<file path="src/sv/cbac_pkg.sv">
// ----------------------------------------------------------------------------
// cbac_pkg: shared types and codes for the contiguous block allocator
// Transaction payloads, action and status codes, controller state encoding
// and the command/status bundles between controller and datapath.
// ----------------------------------------------------------------------------
`default_nettype none

package cbac_pkg;

  localparam logic [1:0] ACT_FIRST_FIT = 2'd0;
  localparam logic [1:0] ACT_LARGEST   = 2'd1;
  localparam logic [1:0] ACT_FREE      = 2'd2;

  localparam logic [1:0] ST_OK        = 2'd0;
  localparam logic [1:0] ST_NO_RUN    = 2'd1;
  localparam logic [1:0] ST_NOT_FOUND = 2'd2;

  typedef struct packed {
    logic [1:0]  action;
    logic [15:0] size_bytes;
    logic [4:0]  start_block;
  } in_t;

  typedef struct packed {
    logic [1:0]  status;
    logic [4:0]  first_block;
    logic [10:0] byte_offset;
    logic [5:0]  blocks_granted;
  } out_t;

  typedef enum logic [2:0] {
    S_IDLE,
    S_SCAN,
    S_DRAIN,
    S_DECIDE,
    S_CLAIM,
    S_DONE
  } state_t;

  typedef struct packed {
    logic load;
    logic scan_rd;
    logic finish;
    logic claim_wr;
  } cmd_t;

  typedef struct packed {
    logic last_addr;
    logic claim_req;
    logic claim_last;
  } sts_t;

endpackage

`default_nettype wire

</file>
<file path="src/sv/contiguous_block_allocator.sv">
// ----------------------------------------------------------------------------
// contiguous_block_allocator: first-fit / largest-run block allocator
// Manages NUM_BLOCKS blocks of BLOCK_BYTES bytes through per-block owner tags.
//
// Usage:
//   in_*  channel: one request transaction (action, size_bytes, start_block).
//         Action first fit tags the lowest free run covering size_bytes,
//         largest tags the longest free run (earliest on ties), free clears
//         every block owned by start_block.
//   out_* channel: exactly one result transaction per request (status,
//         first_block, byte_offset, blocks_granted).
//   Timing: one request at a time. out_valid rises once the scan, drain and
//   decide states that follow acceptance are through, and the claim as well
//   for a successful allocate; the tag scan reads the tag RAM once per block
//   through its single read port, and the claim writes one block per cycle.
//   in_ready is high again the cycle after the result is taken.
//   Reset: all owner tags read as free at once (per-block valid bits are
//   cleared); no clearing pass, the block is ready right after reset.
//   Stall: a result held by a low out_ready stays on out_data unchanged and
//   no new request is taken until it leaves.
// ----------------------------------------------------------------------------
`default_nettype none

module contiguous_block_allocator #(
  parameter int BLOCK_BYTES = 64,
  parameter int NUM_BLOCKS  = 32
) (
  input  wire logic           clk,
  input  wire logic           rst_n,
  input  wire logic           in_valid,
  output logic                in_ready,
  input  wire cbac_pkg::in_t  in_data,
  output logic                out_valid,
  input  wire logic           out_ready,
  output cbac_pkg::out_t      out_data
);

  // command and status bundles between sequencer and datapath
  cbac_pkg::cmd_t cmd;
  cbac_pkg::sts_t sts;

  // sequencer: accept, scan, decide, claim, hold result
  cbac_ctrl u_ctrl (
    .clk       (clk),
    .rst_n     (rst_n),
    .in_valid  (in_valid),
    .in_ready  (in_ready),
    .out_valid (out_valid),
    .out_ready (out_ready),
    .sts       (sts),
    .cmd       (cmd)
  );

  // datapath: tag store, run tracking and the result register
  cbac_dpath #(
    .BLOCK_BYTES (BLOCK_BYTES),
    .NUM_BLOCKS  (NUM_BLOCKS)
  ) u_dpath (
    .clk      (clk),
    .rst_n    (rst_n),
    .in_data  (in_data),
    .cmd      (cmd),
    .sts      (sts),
    .out_data (out_data)
  );

endmodule

`default_nettype wire

</file>
<file path="src/sv/cbac_ram.sv">
// ----------------------------------------------------------------------------
// cbac_ram: generic simple dual-port RAM
// One write port, one read port, registered read data.
// ----------------------------------------------------------------------------
`default_nettype none

module cbac_ram #(
  parameter int WIDTH = 8,
  parameter int DEPTH = 32
) (
  input  wire logic                                   clk,
  input  wire logic                                   we,
  input  wire logic [(DEPTH > 1 ? $clog2(DEPTH) : 1)-1:0] waddr,
  input  wire logic [WIDTH-1:0]                       wdata,
  input  wire logic [(DEPTH > 1 ? $clog2(DEPTH) : 1)-1:0] raddr,
  output logic      [WIDTH-1:0]                       rdata
);

  logic [WIDTH-1:0] mem [DEPTH];

  always_ff @(posedge clk) begin
    if (we) begin
      mem[waddr] <= wdata;
    end
    rdata <= mem[raddr];
  end

endmodule

`default_nettype wire

</file>
<file path="src/sv/cbac_ctrl.sv">
// ----------------------------------------------------------------------------
// cbac_ctrl: allocator sequencer
// Walks each transaction through scan, decision, tag claim and hand-off.
// ----------------------------------------------------------------------------
`default_nettype none

module cbac_ctrl (
  input  wire logic          clk,
  input  wire logic          rst_n,
  input  wire logic          in_valid,
  output logic               in_ready,
  output logic               out_valid,
  input  wire logic          out_ready,
  input  wire cbac_pkg::sts_t sts,
  output cbac_pkg::cmd_t     cmd
);

  cbac_pkg::state_t state_r, state_nxt;

  always_ff @(posedge clk) begin
    if (!rst_n) begin
      state_r <= cbac_pkg::S_IDLE;
    end else begin
      state_r <= state_nxt;
    end
  end

  always_comb begin
    state_nxt = state_r;
    case (state_r)
      cbac_pkg::S_IDLE: begin
        if (in_valid) state_nxt = cbac_pkg::S_SCAN;
      end
      cbac_pkg::S_SCAN: begin
        if (sts.last_addr) state_nxt = cbac_pkg::S_DRAIN;
      end
      cbac_pkg::S_DRAIN: begin
        state_nxt = cbac_pkg::S_DECIDE;
      end
      cbac_pkg::S_DECIDE: begin
        state_nxt = sts.claim_req ? cbac_pkg::S_CLAIM : cbac_pkg::S_DONE;
      end
      cbac_pkg::S_CLAIM: begin
        if (sts.claim_last) state_nxt = cbac_pkg::S_DONE;
      end
      cbac_pkg::S_DONE: begin
        if (out_ready) state_nxt = cbac_pkg::S_IDLE;
      end
      default: begin
        state_nxt = cbac_pkg::S_IDLE;
      end
    endcase
  end

  always_comb begin
    cmd          = '0;
    in_ready     = 1'b0;
    out_valid    = 1'b0;
    case (state_r)
      cbac_pkg::S_IDLE: begin
        in_ready = 1'b1;
        cmd.load = in_valid;
      end
      cbac_pkg::S_SCAN:   cmd.scan_rd  = 1'b1;
      cbac_pkg::S_DECIDE: cmd.finish   = 1'b1;
      cbac_pkg::S_CLAIM:  cmd.claim_wr = 1'b1;
      cbac_pkg::S_DONE:   out_valid    = 1'b1;
      default: begin
        cmd = '0;
      end
    endcase
  end

endmodule

`default_nettype wire

</file>
<file path="src/sv/cbac_dpath.sv">
// ----------------------------------------------------------------------------
// cbac_dpath: allocator datapath
// Tag RAM with per-block valid bits, sequential run scan, claim writer and
// result register.
// ----------------------------------------------------------------------------
`default_nettype none

module cbac_dpath #(
  parameter int BLOCK_BYTES = 64,
  parameter int NUM_BLOCKS  = 32
) (
  input  wire logic           clk,
  input  wire logic           rst_n,
  input  wire cbac_pkg::in_t  in_data,
  input  wire cbac_pkg::cmd_t cmd,
  output cbac_pkg::sts_t      sts,
  output cbac_pkg::out_t      out_data
);

  localparam int IDX_W      = (NUM_BLOCKS > 1) ? $clog2(NUM_BLOCKS) : 1;
  localparam int CNT_W      = $clog2(NUM_BLOCKS + 1);
  localparam int TAG_W      = CNT_W;
  localparam int CMP_W      = (TAG_W > 6) ? TAG_W : 6;
  localparam int POOL_BYTES = NUM_BLOCKS * BLOCK_BYTES;
  localparam int PB_W       = $clog2(POOL_BYTES + 1);
  localparam int SZ_W       = (PB_W > 16) ? PB_W : 16;
  localparam int FW         = (IDX_W > 5) ? IDX_W : 5;
  localparam int PW         = FW + 13;

  cbac_pkg::in_t    req_r;
  logic             size_ok_r;
  logic [IDX_W-1:0] rd_addr_r;
  logic             d_vld_r;
  logic [IDX_W-1:0] d_idx_r;
  logic [NUM_BLOCKS-1:0] vld_r, vld_nxt;
  logic [TAG_W-1:0] ram_q;

  logic [IDX_W-1:0] seg_head_r, seg_head_nxt;
  logic [CNT_W-1:0] run_len_r, run_len_nxt;
  logic [SZ_W-1:0]  run_bytes_r, run_bytes_nxt;
  logic [IDX_W-1:0] best_start_r, best_start_nxt;
  logic [CNT_W-1:0] best_len_r, best_len_nxt;
  logic             found_r, found_nxt;
  logic [CNT_W-1:0] free_cnt_r, free_cnt_nxt;
  logic [CNT_W-1:0] wr_off_r;

  logic             is_ff, is_lg, is_fr;
  logic             blk_free, tag_hit;
  logic [IDX_W-1:0] rs;
  logic [CNT_W-1:0] rl;
  logic [SZ_W-1:0]  rb;
  logic [IDX_W-1:0] claim_addr;
  logic [TAG_W-1:0] claim_tag;

  logic [1:0]       res_status;
  logic [FW-1:0]    res_first;
  logic [CNT_W-1:0] res_cnt;
  logic [PW-1:0]    res_prod;
  logic [CMP_W-1:0] res_cnt_ext;
  cbac_pkg::out_t   out_r;

  assign is_ff = (req_r.action == cbac_pkg::ACT_FIRST_FIT);
  assign is_lg = (req_r.action == cbac_pkg::ACT_LARGEST);
  assign is_fr = (req_r.action == cbac_pkg::ACT_FREE);

  assign claim_addr = best_start_r + IDX_W'(wr_off_r);
  assign claim_tag  = TAG_W'(best_start_r) + TAG_W'(1);

  cbac_ram #(
    .WIDTH (TAG_W),
    .DEPTH (NUM_BLOCKS)
  ) u_tag_ram (
    .clk   (clk),
    .we    (cmd.claim_wr),
    .waddr (claim_addr),
    .wdata (claim_tag),
    .raddr (rd_addr_r),
    .rdata (ram_q)
  );

  // a block is free when its valid bit is clear; stale RAM contents never leak
  assign blk_free = !vld_r[d_idx_r];
  assign tag_hit  = vld_r[d_idx_r] &&
                    (CMP_W'(ram_q) == (CMP_W'(req_r.start_block) + CMP_W'(1)));

  assign rs = (run_len_r == '0) ? d_idx_r : seg_head_r;
  assign rl = run_len_r + CNT_W'(1);
  assign rb = run_bytes_r + SZ_W'(BLOCK_BYTES);

  always_comb begin
    seg_head_nxt   = seg_head_r;
    run_len_nxt    = run_len_r;
    run_bytes_nxt  = run_bytes_r;
    best_start_nxt = best_start_r;
    best_len_nxt   = best_len_r;
    found_nxt      = found_r;
    free_cnt_nxt   = free_cnt_r;
    vld_nxt        = vld_r;
    if (cmd.load) begin
      seg_head_nxt   = '0;
      run_len_nxt    = '0;
      run_bytes_nxt  = '0;
      best_start_nxt = '0;
      best_len_nxt   = '0;
      found_nxt      = 1'b0;
      free_cnt_nxt   = '0;
    end else if (d_vld_r) begin
      if (blk_free) begin
        if (!(is_ff && found_r)) begin
          seg_head_nxt  = rs;
          run_len_nxt   = rl;
          run_bytes_nxt = rb;
        end
        if (is_ff && !found_r && size_ok_r && (rb >= SZ_W'(req_r.size_bytes))) begin
          found_nxt      = 1'b1;
          best_start_nxt = rs;
          best_len_nxt   = rl;
        end
        if (is_lg && (rl > best_len_r)) begin
          found_nxt      = 1'b1;
          best_start_nxt = rs;
          best_len_nxt   = rl;
        end
      end else begin
        run_len_nxt   = '0;
        run_bytes_nxt = '0;
      end
      if (is_fr && tag_hit) begin
        vld_nxt[d_idx_r] = 1'b0;
        free_cnt_nxt     = free_cnt_r + CNT_W'(1);
      end
    end
    if (cmd.claim_wr) begin
      vld_nxt[claim_addr] = 1'b1;
    end
  end

  always_ff @(posedge clk) begin
    if (!rst_n) begin
      vld_r    <= '0;
      d_vld_r  <= 1'b0;
      found_r  <= 1'b0;
    end else begin
      vld_r    <= vld_nxt;
      d_vld_r  <= cmd.scan_rd;
      found_r  <= found_nxt;
    end
  end

  always_ff @(posedge clk) begin
    seg_head_r   <= seg_head_nxt;
    run_len_r    <= run_len_nxt;
    run_bytes_r  <= run_bytes_nxt;
    best_start_r <= best_start_nxt;
    best_len_r   <= best_len_nxt;
    free_cnt_r   <= free_cnt_nxt;
    d_idx_r      <= rd_addr_r;
    if (cmd.load) begin
      req_r     <= in_data;
      size_ok_r <= (in_data.size_bytes != 16'd0) &&
                   (SZ_W'(in_data.size_bytes) <= SZ_W'(POOL_BYTES));
      rd_addr_r <= '0;
    end else if (cmd.scan_rd) begin
      rd_addr_r <= rd_addr_r + IDX_W'(1);
    end
    if (cmd.finish) begin
      wr_off_r <= '0;
    end else if (cmd.claim_wr) begin
      wr_off_r <= wr_off_r + CNT_W'(1);
    end
    if (cmd.finish) begin
      out_r <= {res_status, res_first[4:0], res_prod[10:0], res_cnt_ext[5:0]};
    end
  end

  always_comb begin
    res_status = cbac_pkg::ST_NO_RUN;
    res_first  = '0;
    res_cnt    = '0;
    case (req_r.action)
      cbac_pkg::ACT_FIRST_FIT, cbac_pkg::ACT_LARGEST: begin
        if (found_r) begin
          res_status = cbac_pkg::ST_OK;
          res_first  = FW'(best_start_r);
          res_cnt    = best_len_r;
        end
      end
      cbac_pkg::ACT_FREE: begin
        if (free_cnt_r != '0) begin
          res_status = cbac_pkg::ST_OK;
          res_first  = FW'(req_r.start_block);
          res_cnt    = free_cnt_r;
        end else begin
          res_status = cbac_pkg::ST_NOT_FOUND;
        end
      end
      default: begin
        res_status = cbac_pkg::ST_NO_RUN;
      end
    endcase
  end

  assign res_prod    = PW'(res_first) * PW'(BLOCK_BYTES);
  assign res_cnt_ext = CMP_W'(res_cnt);

  assign sts.last_addr  = (rd_addr_r == IDX_W'(NUM_BLOCKS - 1));
  assign sts.claim_req  = found_r && (is_ff || is_lg);
  assign sts.claim_last = ((wr_off_r + CNT_W'(1)) == best_len_r);
  assign out_data       = out_r;

endmodule

`default_nettype wire

</file>
<file path="config.mk">
export PLATFORM = sky130hd
export DESIGN_NAME = contiguous_block_allocator
export DESIGN_NICKNAME = d
export VERILOG_FILES = /design/src/sv/cbac_pkg.sv /design/src/sv/contiguous_block_allocator.sv /design/src/sv/cbac_ram.sv /design/src/sv/cbac_ctrl.sv /design/src/sv/cbac_dpath.sv
export SDC_FILE = /design/constraint.sdc
export NUM_CORES = 1
export LEC_CHECK = 0
export BUFFER_PORTS_ARGS = -buffer_cell sky130_fd_sc_hd__buf_2
export CAP_MARGIN = 30
export CORE_ASPECT_RATIO = 1.5
export CORE_MARGIN = 2
export CORE_UTILIZATION = 40
export CTS_CLUSTER_DIAMETER = 150
export DETAILED_ROUTE_END_ITERATION = 10
export PLACE_DENSITY = 0.63
export SETUP_SLACK_MARGIN = 0.1
export SYNTH_ARGS = -nofsm -noshare
export SYNTH_HDL_FRONTEND = slang
export SYNTH_SLANG_ARGS = --single-unit
</file>
<file path="constraint.sdc">
create_clock -name clk -period 4.55 [get_ports clk]
set_input_delay 0.6825 -clock clk [delete_from_list [all_inputs] [get_ports clk]]
set_output_delay 0.6825 -clock clk [all_outputs]
set_load 0.01 [all_outputs]
</file>
Word-level counts from Yosys, hierarchy flattened:

Memories as Yosys holds them, arrays and structs flattened. A register that Yosys moved wholly into a read port is not among the register bits.
Index checks and enable logic that the tools add are counted.

* memories kept: 1
* input bits: 27
* bits in writable memories: 192
* word-level logic and storage cells: 127
* output and inout bits: 26
* flip-flop bits (word level): 134

Memory list
* u_dpath.u_tag_ram.mem: words 32, width 6, read ports 1, clocked after Yosys merged registers in 1, write ports 1, line cbac_ram.sv:19 `logic [WIDTH-1:0] mem [DEPTH];`

* add/sub/neg operators: 8
* eq/ne operators: 15
* reduce and logical (&&, ||, !) cells: 26
* bitwise gates (word level): 6
* multiplexer cells: 44
* magnitude comparators: 7

Operators with widths (number)
* $mux W32: 4
* $mux W6: 6
* $and A32 B32 Y32: 1
* $mux W16: 2
* $not A32 Y32: 1
* $or A32 B32 Y32: 1
* $mux W5: 5
* $add A6 B1 Y6 const B: 3
* $pmux W3 S6: 1
* $add A16 B7 Y16 const B: 1
* $ge A16 B16 Y1: 1
* $le A16 B12 Y1 const B: 1
* $reduce_bool A16 Y1: 1
* $mux W1: 15
* $add A5 B1 Y6 const B: 2
* $eq A6 B6 Y1: 2
* $lt A5 B6 Y1 const B: 2
* $mux W3: 4
* $pmux W6 S2: 1
* $logic_and A1 B1 Y1: 11
* $demux W1 S5: 2
* $ge A5 B1 Y1 const B: 2
* $pmux W5 S2: 1
* $ne A2 B2 Y1 const B: 4
* other kinds (25): 32

Longest topological paths before layout:

Gate-level depths: netlist of the first run.

* word-level depth: 11
* gate-level depth with buffers: 14
* depth with buffers taken out: 13

Cells and area by module:

From an unflattened synthesis of the first run, not the netlist that was laid out.

* cells, all modules: 1040
* area, all modules: 14564.0 um^2

By module, submodules not included
* cbac_ram: area each 7589.8 um^2, seq. area each 5885.6 um^2, cells an instance 323, times used 1
* cbac_dpath: area each 6745.2 um^2, seq. area each 2872.8 um^2, cells an instance 688, times used 1
* cbac_ctrl: area each 229.0 um^2, seq. area each 60.1 um^2, cells an instance 29, times used 1

Worst setup path before layout of the first run:

OpenSTA, ideal clock, no wires.

* path type: reg-to-reg
* start: register u_dpath.run_bytes_r[8]
* end: register u_dpath.best_len_r[0]
* cell stages (with the launch flop): 14
* data arrival time: 2.985 ns
* clock period less this slack: 3.056 ns
* library setup time: 0.072 ns
* path slack: 1.494 ns
* path buffers: 1
* data required time: 4.478 ns
* cells stage by stage: dfxtp_1 and3_1 and3_1 and3_1 and3_1 xnor2_1 inv_1 ha_1 nand4_1 or4_1 a21oi_1 o31a_1 buf_2 mux2i_1

* word-level cells in the longest chain between the ends: 5

Ends and longest elaborated chain
* start, declared: line cbac_dpath.sv:40 `logic [SZ_W-1:0] run_bytes_r, run_bytes_nxt;`
* start signal, assigned: line cbac_dpath.sv:153 `run_bytes_r <= run_bytes_nxt;`
* $add A16 B7 Y16: line cbac_dpath.sv:88 `assign rb = run_bytes_r + SZ_W'(BLOCK_BYTES);`
* $ge A16 B16 Y1: line cbac_dpath.sv:114 `if (is_ff && !found_r && size_ok_r && (rb >= SZ_W'(req_r.size_bytes))) begin`
* $logic_and A1 B1 Y1: line cbac_dpath.sv:114
* $reduce_bool A2 Y1 (no line)
* $reduce_and A3 Y1 (no line)
* end signal, assigned: line cbac_dpath.sv:155 `best_len_r <= best_len_nxt;`
* end, declared: line cbac_dpath.sv:42 `logic [CNT_W-1:0] best_len_r, best_len_nxt;`

No other way between the ends.
A chain may end at the register's enable or synchronous reset.

Worst setup path in the final report of the first run:

* start: register u_dpath.run_bytes_r[8]
* end: register u_dpath.best_len_r[4]

The elaborated chain is that of the path after synthesis.

==> results of run 1 <==
[worst paths after layout]
kind / to / slack (ns)
worst max register to register: u_dpath.best_len_r[4]$_SDFFE_PP0P_ / 1.07
worst max-delay path: u_dpath.best_len_r[4]$_SDFFE_PP0P_ / 1.07
worst min register to register: u_dpath.vld_r[0]$_SDFF_PN0_ / 0.47
worst min-delay path: u_dpath.req_r[21]$_DFFE_PP_ / 0.26
[registers in the layout, indices dropped and copies added (netlist names)]
| name | count |
|---|---|
| u_dpath.run_len_r | 6 |
| u_dpath.req_r | 23 |
| u_dpath.seg_head_r | 5 |
| u_dpath.u_tag_ram.mem | 192 |
| u_dpath.best_len_r | 6 |
| u_ctrl.state_r | 3 |
| u_dpath.d_idx_r | 5 |
| u_dpath.vld_r | 32 |
| u_dpath.free_cnt_r | 6 |
| u_dpath.found_r | 1 |
| u_dpath.best_start_r | 5 |
| u_dpath.rd_addr_r | 5 |
| u_dpath.run_bytes_r | 10 |
| u_dpath.out_data | 13 |
| u_dpath.size_ok_r | 1 |
| u_dpath.u_tag_ram.rdata | 6 |
| u_dpath.d_vld_r | 1 |
| u_dpath.wr_off_r | 6 |
[worst max-delay path, stage by stage (launching register included)]
cell and delay, ns:
dfxtp_1 0.39, and3_1 0.26, and3_1 0.24, and3_1 0.23, and3_1 0.19, xnor2_1 0.14, inv_1 0.07, ha_1 0.28
nand4_1 0.14, or4_1 0.54, a21oi_1 0.26, o31a_1 0.44, mux2i_1 0.23
[layout make-up]
class | instances | area [um^2]
Timing Repair Buffer | 60 | 408
Inverter | 43 | 161
Sequential cell | 326 | 8820
Tap cell | 478 | 598
Clock inverter | 19 | 205
Multi-Input combinational cell | 633 | 5140
Clock buffer | 38 | 802
Fill cell | 3210 | 19600
[power by group through the flow]
stage | logic [mW] | registers [mW] | clock network, mW
floorplan | 1.07 | 3.43 | 0
global placement | 1.17 | 3.62 | 0
detailed placement | 1.20 | 3.62 | 0
CTS | 1.20 | 3.55 | 2.63
global route | 1.41 | 3.49 | 2.73
finish | 1.30 | 3.47 | 2.57
[routing by layer]
| metal | track usage [%] | vias up | share of wire (%) |
|---|---|---|---|
| li1 | - | 4092 | - |
| met1 | 19.9 | 4305 | 39 |
| met2 | 32.0 | 208 | 53 |
| met3 | 2.29 | 61 | 4.0 |
| met4 | 7.69 | 0 | 4.5 |
| met5 | 0 | - | 0 |
[cells in the final DEF (no fill, tap or decap), types with 11 or more instances in the layout]
cell       netlist  routed
xnor2_1         24      22
dfxtp_1         97      95
mux4_2          62      62
a21oi_1         28      28
mux2i_1         15      15
clkbuf_16        0      31
nor3_1          19      19
mux2_2          11      11
nor2_1          53      52
buf_2            9      46
o22ai_1         24      24
ha_1            30      30
o21ai_0         28      28
o21a_1          15      15
inv_1           41      41
nor4_1          18      18
edfxtp_1       229     229
nand2_1        113     113
xor2_1          13      12
nand3_1         29      29
and3_1          12      12
o31ai_1         11      11
[kinds of logic after synthesis]
logic type,after synthesis,share of synthesized area (%)
AOI/OAI and AO/OA,162,7.74
buffers and inverters,113,3.46
adders and majority gates,31,2.74
muxes,92,12.3
DFF,326,61.2
xor gates and xnor gates,37,2.25
and+or+nand+nor,305,10.3
other,1,0.0260
[stage by stage]
stage | power [mW] | worst slack, ns | hold WS [ns]
after floorplan | 4.50 | 1.49 | 0.329
after CTS | 7.38 | 1.06 | 0.235
after detailed placement | 4.81 | 1.09 | 0.460
final | 7.33 | 1.07 | 0.259
after global placement | 4.79 | 1.14 | 0.457
after global routing | 7.63 | 0.825 | 0.232
==> results.md, run 1 <==
- Status: finished, final reports clean
- Crit end category: flip-flop
- Net Sw Frac: 27.5%
- Min-delay src: in_data[21]
- Fin area: 16100 um^2
- Critical Path Start: u_dpath.run_bytes_r[8]$_SDFFE_PP0P_
- Worst r2r src: u_dpath.run_bytes_r[8]$_SDFFE_PP0P_
- Synth unique cells: 67
- Setup TNS: 0 ns
- Total number of vias: 8666
- First-pass GRT wire length: slightly above 50 mm
- Post-CTS Repair Setup Buffers: 0
- Internal power: around 5.3 mW
- Final hold violations: 0
- Relative slew slack: 42.3%
- Prevailing post-synth register cell: edfxtp_1
- Core area: between 30000 and 40000 um^2
- Post-CTS Resized: 0
- Worst Path Required: 5.08 ns
- Async S/R FF share, synth: 0%
- CTS sink cnt: 326
- Final period utilization: between 70% and 80%
- Clock Latency Late Sink: about 0.60 ns
- Comb pwr share: 17.7%
- Pwr/cell area: 455 nW/um^2
- Final GP Congestion: between 0.8 and 0.9
- EDFF count, synth: 229
- Final HPWL DP: between 20 and 25 mm
- Die ar.: 37600 um^2
- Vias in the first global route: 8880
- FF-to-FF path depth: 12
- Final ANT Viol Nets: 0
- Total Nets Final: 1153
- Via density per instance: 5.43
- Post-Synthesis Mean Instance Area: 13.5 um^2
- Post-Place Cells: 1538
- Final std cells w/o fill: ~1600
- HP Class: in2reg
- Largest net degree at the start of global routing: 49
- Clock Power Share: 35.0%
- NetSw: 2.02 mW
- Root buf cell: clkbuf_16
- Post-Syn Instances: roughly 1100
- Pre-Repair DR Iteration Count: 5
- Final Routed Wirelength: around 32 mm
- Ranking of synthesized cells by area: edfxtp_1, dfxtp_1, mux4_2
- Fin util: 45.2%
- Post-placement cell area: ~15000 um^2
- DRC viols: 0
- Die width: roughly 160 um
- Final min period: 3.48 ns
- Post-CTS Hold Fix Bufs: 0
- Initial Utilization: 40.3%
- Synth cell count leaders: edfxtp_1, nand2_1, dfxtp_1
- Worst Tran Pin Value: 0.862 ns
- Layout area overhead: 12.0%
- RSZ-0062 raised after global routing: false
- Sequential share of power: between 40% and 50%
- Initial DRC Count: 577
- Worst-case vdd ir drop: 0.315 mV
- Slew Limit Fails: 0
- Skew final: around 0.027 ns
- Synthesized flop and latch total: 326
- CTS tree: built
- Synth area leader: edfxtp_1
- Leakage: 5.68 nW
- Total gr overflow: 0
- IO buf count: 46
- Crit Path Category: reg2reg
- Total of max-cap violations: 0
- Sequential element share of the synthesized area: between 60% and 70%
- Warnings from Yosys: 0
- Setup-failing EPs final: 0
- Clock buffer depth: 3
- Num CTS Buffers: 31
- GRT Overall Usage: 17.3%
- Fmax: approximately 0.29 GHz
- Antenna cells: 0
- Die H: between 200 and 250 um
- Yosys top cell area share: 47.7%
- Max FO, Critical Path: 7
- H-tree Lvls: 1
- Clock slew at reported path FFs: 0.06 ns
- Worst Hold Depth: 1
- Share of cells above drive strength 1: between 10% and 20%
- I/O pin count: 53
- Initial antenna violation count: 0
- # rows: 85
- Critical Path AT: around 4.0 ns
- Cell with the most instances after synthesis: edfxtp_1
- Startpoint Class: flip-flop
- Routed len/inst: 20.3 um
- Post-Syn Area: 14400 um^2
(Power assumes the default switching activity.)
==> run 2, diff against run 1 <==
--- a/config.mk
+++ b/config.mk
@@ -12,7 +12,7 @@
 export CORE_UTILIZATION = 40
 export CTS_CLUSTER_DIAMETER = 150
 export DETAILED_ROUTE_END_ITERATION = 10
-export PLACE_DENSITY = 0.63
+export PLACE_DENSITY = 0.65
 export SETUP_SLACK_MARGIN = 0.1
 export SYNTH_ARGS = -nofsm -noshare
 export SYNTH_HDL_FRONTEND = slang
==> constraint.sdc (replaced) <==
create_clock -name clk -period 3.2 [get_ports clk]
set_input_delay 0.48 -clock clk [delete_from_list [all_inputs] [get_ports clk]]
set_output_delay 0.48 -clock clk [all_outputs]
set_load 0.01 [all_outputs]
==> results.md, run 2 (synthesis results as in run 1) <==
- Skew final: 0.0295 ns
- Pre-Repair DR Iteration Count: 6
- Startpoint Class: flip-flop
- # rows: 85
- Worst Tran Pin Value: 0.721 ns
- WHS: 0.107 ns
- Worst Hold Depth: 1
- Critical Path AT: 3.16 ns
- Setup TNS: 0 ns
- Initial antenna violation count: 0
- Layout area overhead: 16.1%
- H-tree Lvls: 2
- Post-CTS Hold Fix Bufs: 0
- Num CTS Buffers: 34
- Initial DRC Count: approximately 580
- Worst-case vdd ir drop: 0.452 mV
- Share of cells above drive strength 1: 23.0%
- Die ar.: 37600 um^2
- Final HPWL DP: 22.6 mm
- Relative slew slack: 51.9%
- Final period utilization: 93.2%
- IO buf count: 46
- Largest net degree at the start of global routing: 53
- Die width: about 160 um
- Final Routed Wirelength: 33.1 mm
- DRC viols: 0
- Post-placement cell area: 15400 um^2
- CP delay by family, top: simple AND/OR/NAND/NOR gates
- Max FO, Critical Path: 8
- Worst Path Required: 3.38 ns
- Total number of vias: between 8000 and 9000
- Setup-failing EPs final: 0
- Antenna cells: 0
- Core area: between 30000 and 40000 um^2
- Fin area: 16700 um^2
- Die H: 236 um
- HP Class: in2reg
- Vias in the first global route: between 8000 and 9000
- Root buf cell: clkbuf_16
- Min-delay src: in_data[3]
- Clock slew at reported path FFs: 0.07 ns
- Total of max-cap violations: 0
- Total Nets Final: 1202
- Pwr/cell area: roughly 660 nW/um^2
- Max reg flops: 192
- CTS sink cnt: around 330
- Routed len/inst: 20.1 um
- Worst r2r src: u_dpath.wr_off_r[0]$_SDFFE_PP0P_
- CP max-delay cell: fa_1
- Setup slack, reg-to-reg: 0.22 ns
- First-pass GRT wire length: 51.2 mm
- Status: finished, final reports clean
- GRT Overall Usage: 17.7%
- Largest register by flop count: u_dpath.u_tag_ram.mem
- RSZ-0062 raised after global routing: true
- Crit end category: flip-flop
- Final min period: 2.98 ns
- Most common cell after layout, fill and taps aside: edfxtp_1
- Final std cells w/o fill: 1647
- Final hold violations: 0
- Final GP Congestion: about 0.87
- Fmax: 0.335 GHz
- I/O pin count: between 50 and 60
- Largest stage delay on the critical path: roughly 0.46 ns
- Slew Limit Fails: 0
- FF-to-FF path depth: 7
- Crit Path Category: reg2reg
- Post-Place Cells: 1584
- Initial Utilization: 40.3%
- Total gr overflow: 0
- Final ANT Viol Nets: 0
- Clock buffer depth: 3
- Via density per instance: 5.41
- Clock Latency Late Sink: 0.54 ns
- Leakage: 5.99 nW
- Worst path bufs/invs: 0
- Worst Hold End: u_dpath.req_r[3]$_DFFE_PP_
- CTS tree: built
- Fin util: between 40% and 50%
- R2r endpoint: u_dpath.u_tag_ram.mem[11][0]$_DFFE_PP_
- Worst-path cell chain: ha_1, fa_1, a21o_1, a21oi_1, xor2_1, or2_2, nor2_1
- Most frequent cells in the layout: edfxtp_1, nand2_1, dfxtp_1, mux4_2, buf_4
- Largest registers: u_dpath.u_tag_ram.mem: 192 flops, u_dpath.vld_r: 32 flops, u_dpath.req_r: 23 flops
## run 2: per-layer routing
layer	global-route usage [%]	vias to the layer above	wire (um)
li1	-	4184	-
met1	20.6	4415	12600
met2	31.7	249	17500
met3	2.93	68	1670
met4	8.43	0	1330
met5	0	-	0
## run 2: how the worst max path moves through the flow
stage	endpoint	cells after the start	from	slack, ns
after floorplan	u_dpath.best_len_r[0]$_SDFFE_PP0P_	13	u_dpath.run_bytes_r[8]$_SDFFE_PP0P_	0.14
after global placement	u_dpath.best_len_r[3]$_SDFFE_PP0P_	13	u_dpath.run_bytes_r[8]$_SDFFE_PP0P_	0.09
after global routing	u_dpath.u_tag_ram.mem[27][2]$_DFFE_PP_	8	u_dpath.wr_off_r[0]$_SDFFE_PP0P_	0.02
final	u_dpath.u_tag_ram.mem[11][0]$_DFFE_PP_	7	u_dpath.wr_off_r[0]$_SDFFE_PP0P_	0.22
after CTS	u_dpath.best_len_r[3]$_SDFFE_PP0P_	13	u_dpath.run_bytes_r[7]$_SDFFE_PP0P_	0.11
after detailed placement	u_dpath.best_len_r[3]$_SDFFE_PP0P_	13	u_dpath.run_bytes_r[7]$_SDFFE_PP0P_	0.08
## run 2: timing repair
action | CTS | global route
buffers inserted | 0 | 2
pin swaps | 1 | 6
resized for setup | 1 | 18
setup endpoints to repair | 6 | 89
## run 2: layout make-up
| class | instances | area, um^2 |
|---|---|---|
| Clock buffer | 44 | 950 |
| Clock inverter | 17 | 236 |
| Fill cell | 3137 | 19000 |
| Inverter | 43 | 161 |
| Multi-Input combinational cell | 633 | 5210 |
| Sequential cell | 326 | 8830 |
| Tap cell | 478 | 598 |
| Timing Repair Buffer | 106 | 741 |
## run 2: worst reg2reg max path, delay by kind of cell, from the launching register on
family / cells / cell delay [ns]
AO/OA/AOI/OAI: 2 / 0.45
XOR/XNOR: 1 / 0.20
adder cells (fa/ha/maj): 2 / 0.71
flip-flops: 1 / 0.37
AND/OR/NAND/NOR: 2 / 0.91
## run 2: power by group
part	leakage, nW	internal (mW)	switching (mW)
logic	2.31	0.921	1.01
registers	3.12	4.67	0.275
clock network	0.565	2.52	1.66
## run 2: through the flow
stage / power, mW / setup WS [ns]
final: 11.1 / 0.217
after global routing: 11.5 / 0.0201
after CTS: 11.1 / 0.112
after detailed placement: 6.96 / 0.0790
after global placement: 6.92 / 0.0876
after floorplan: 6.40 / 0.144
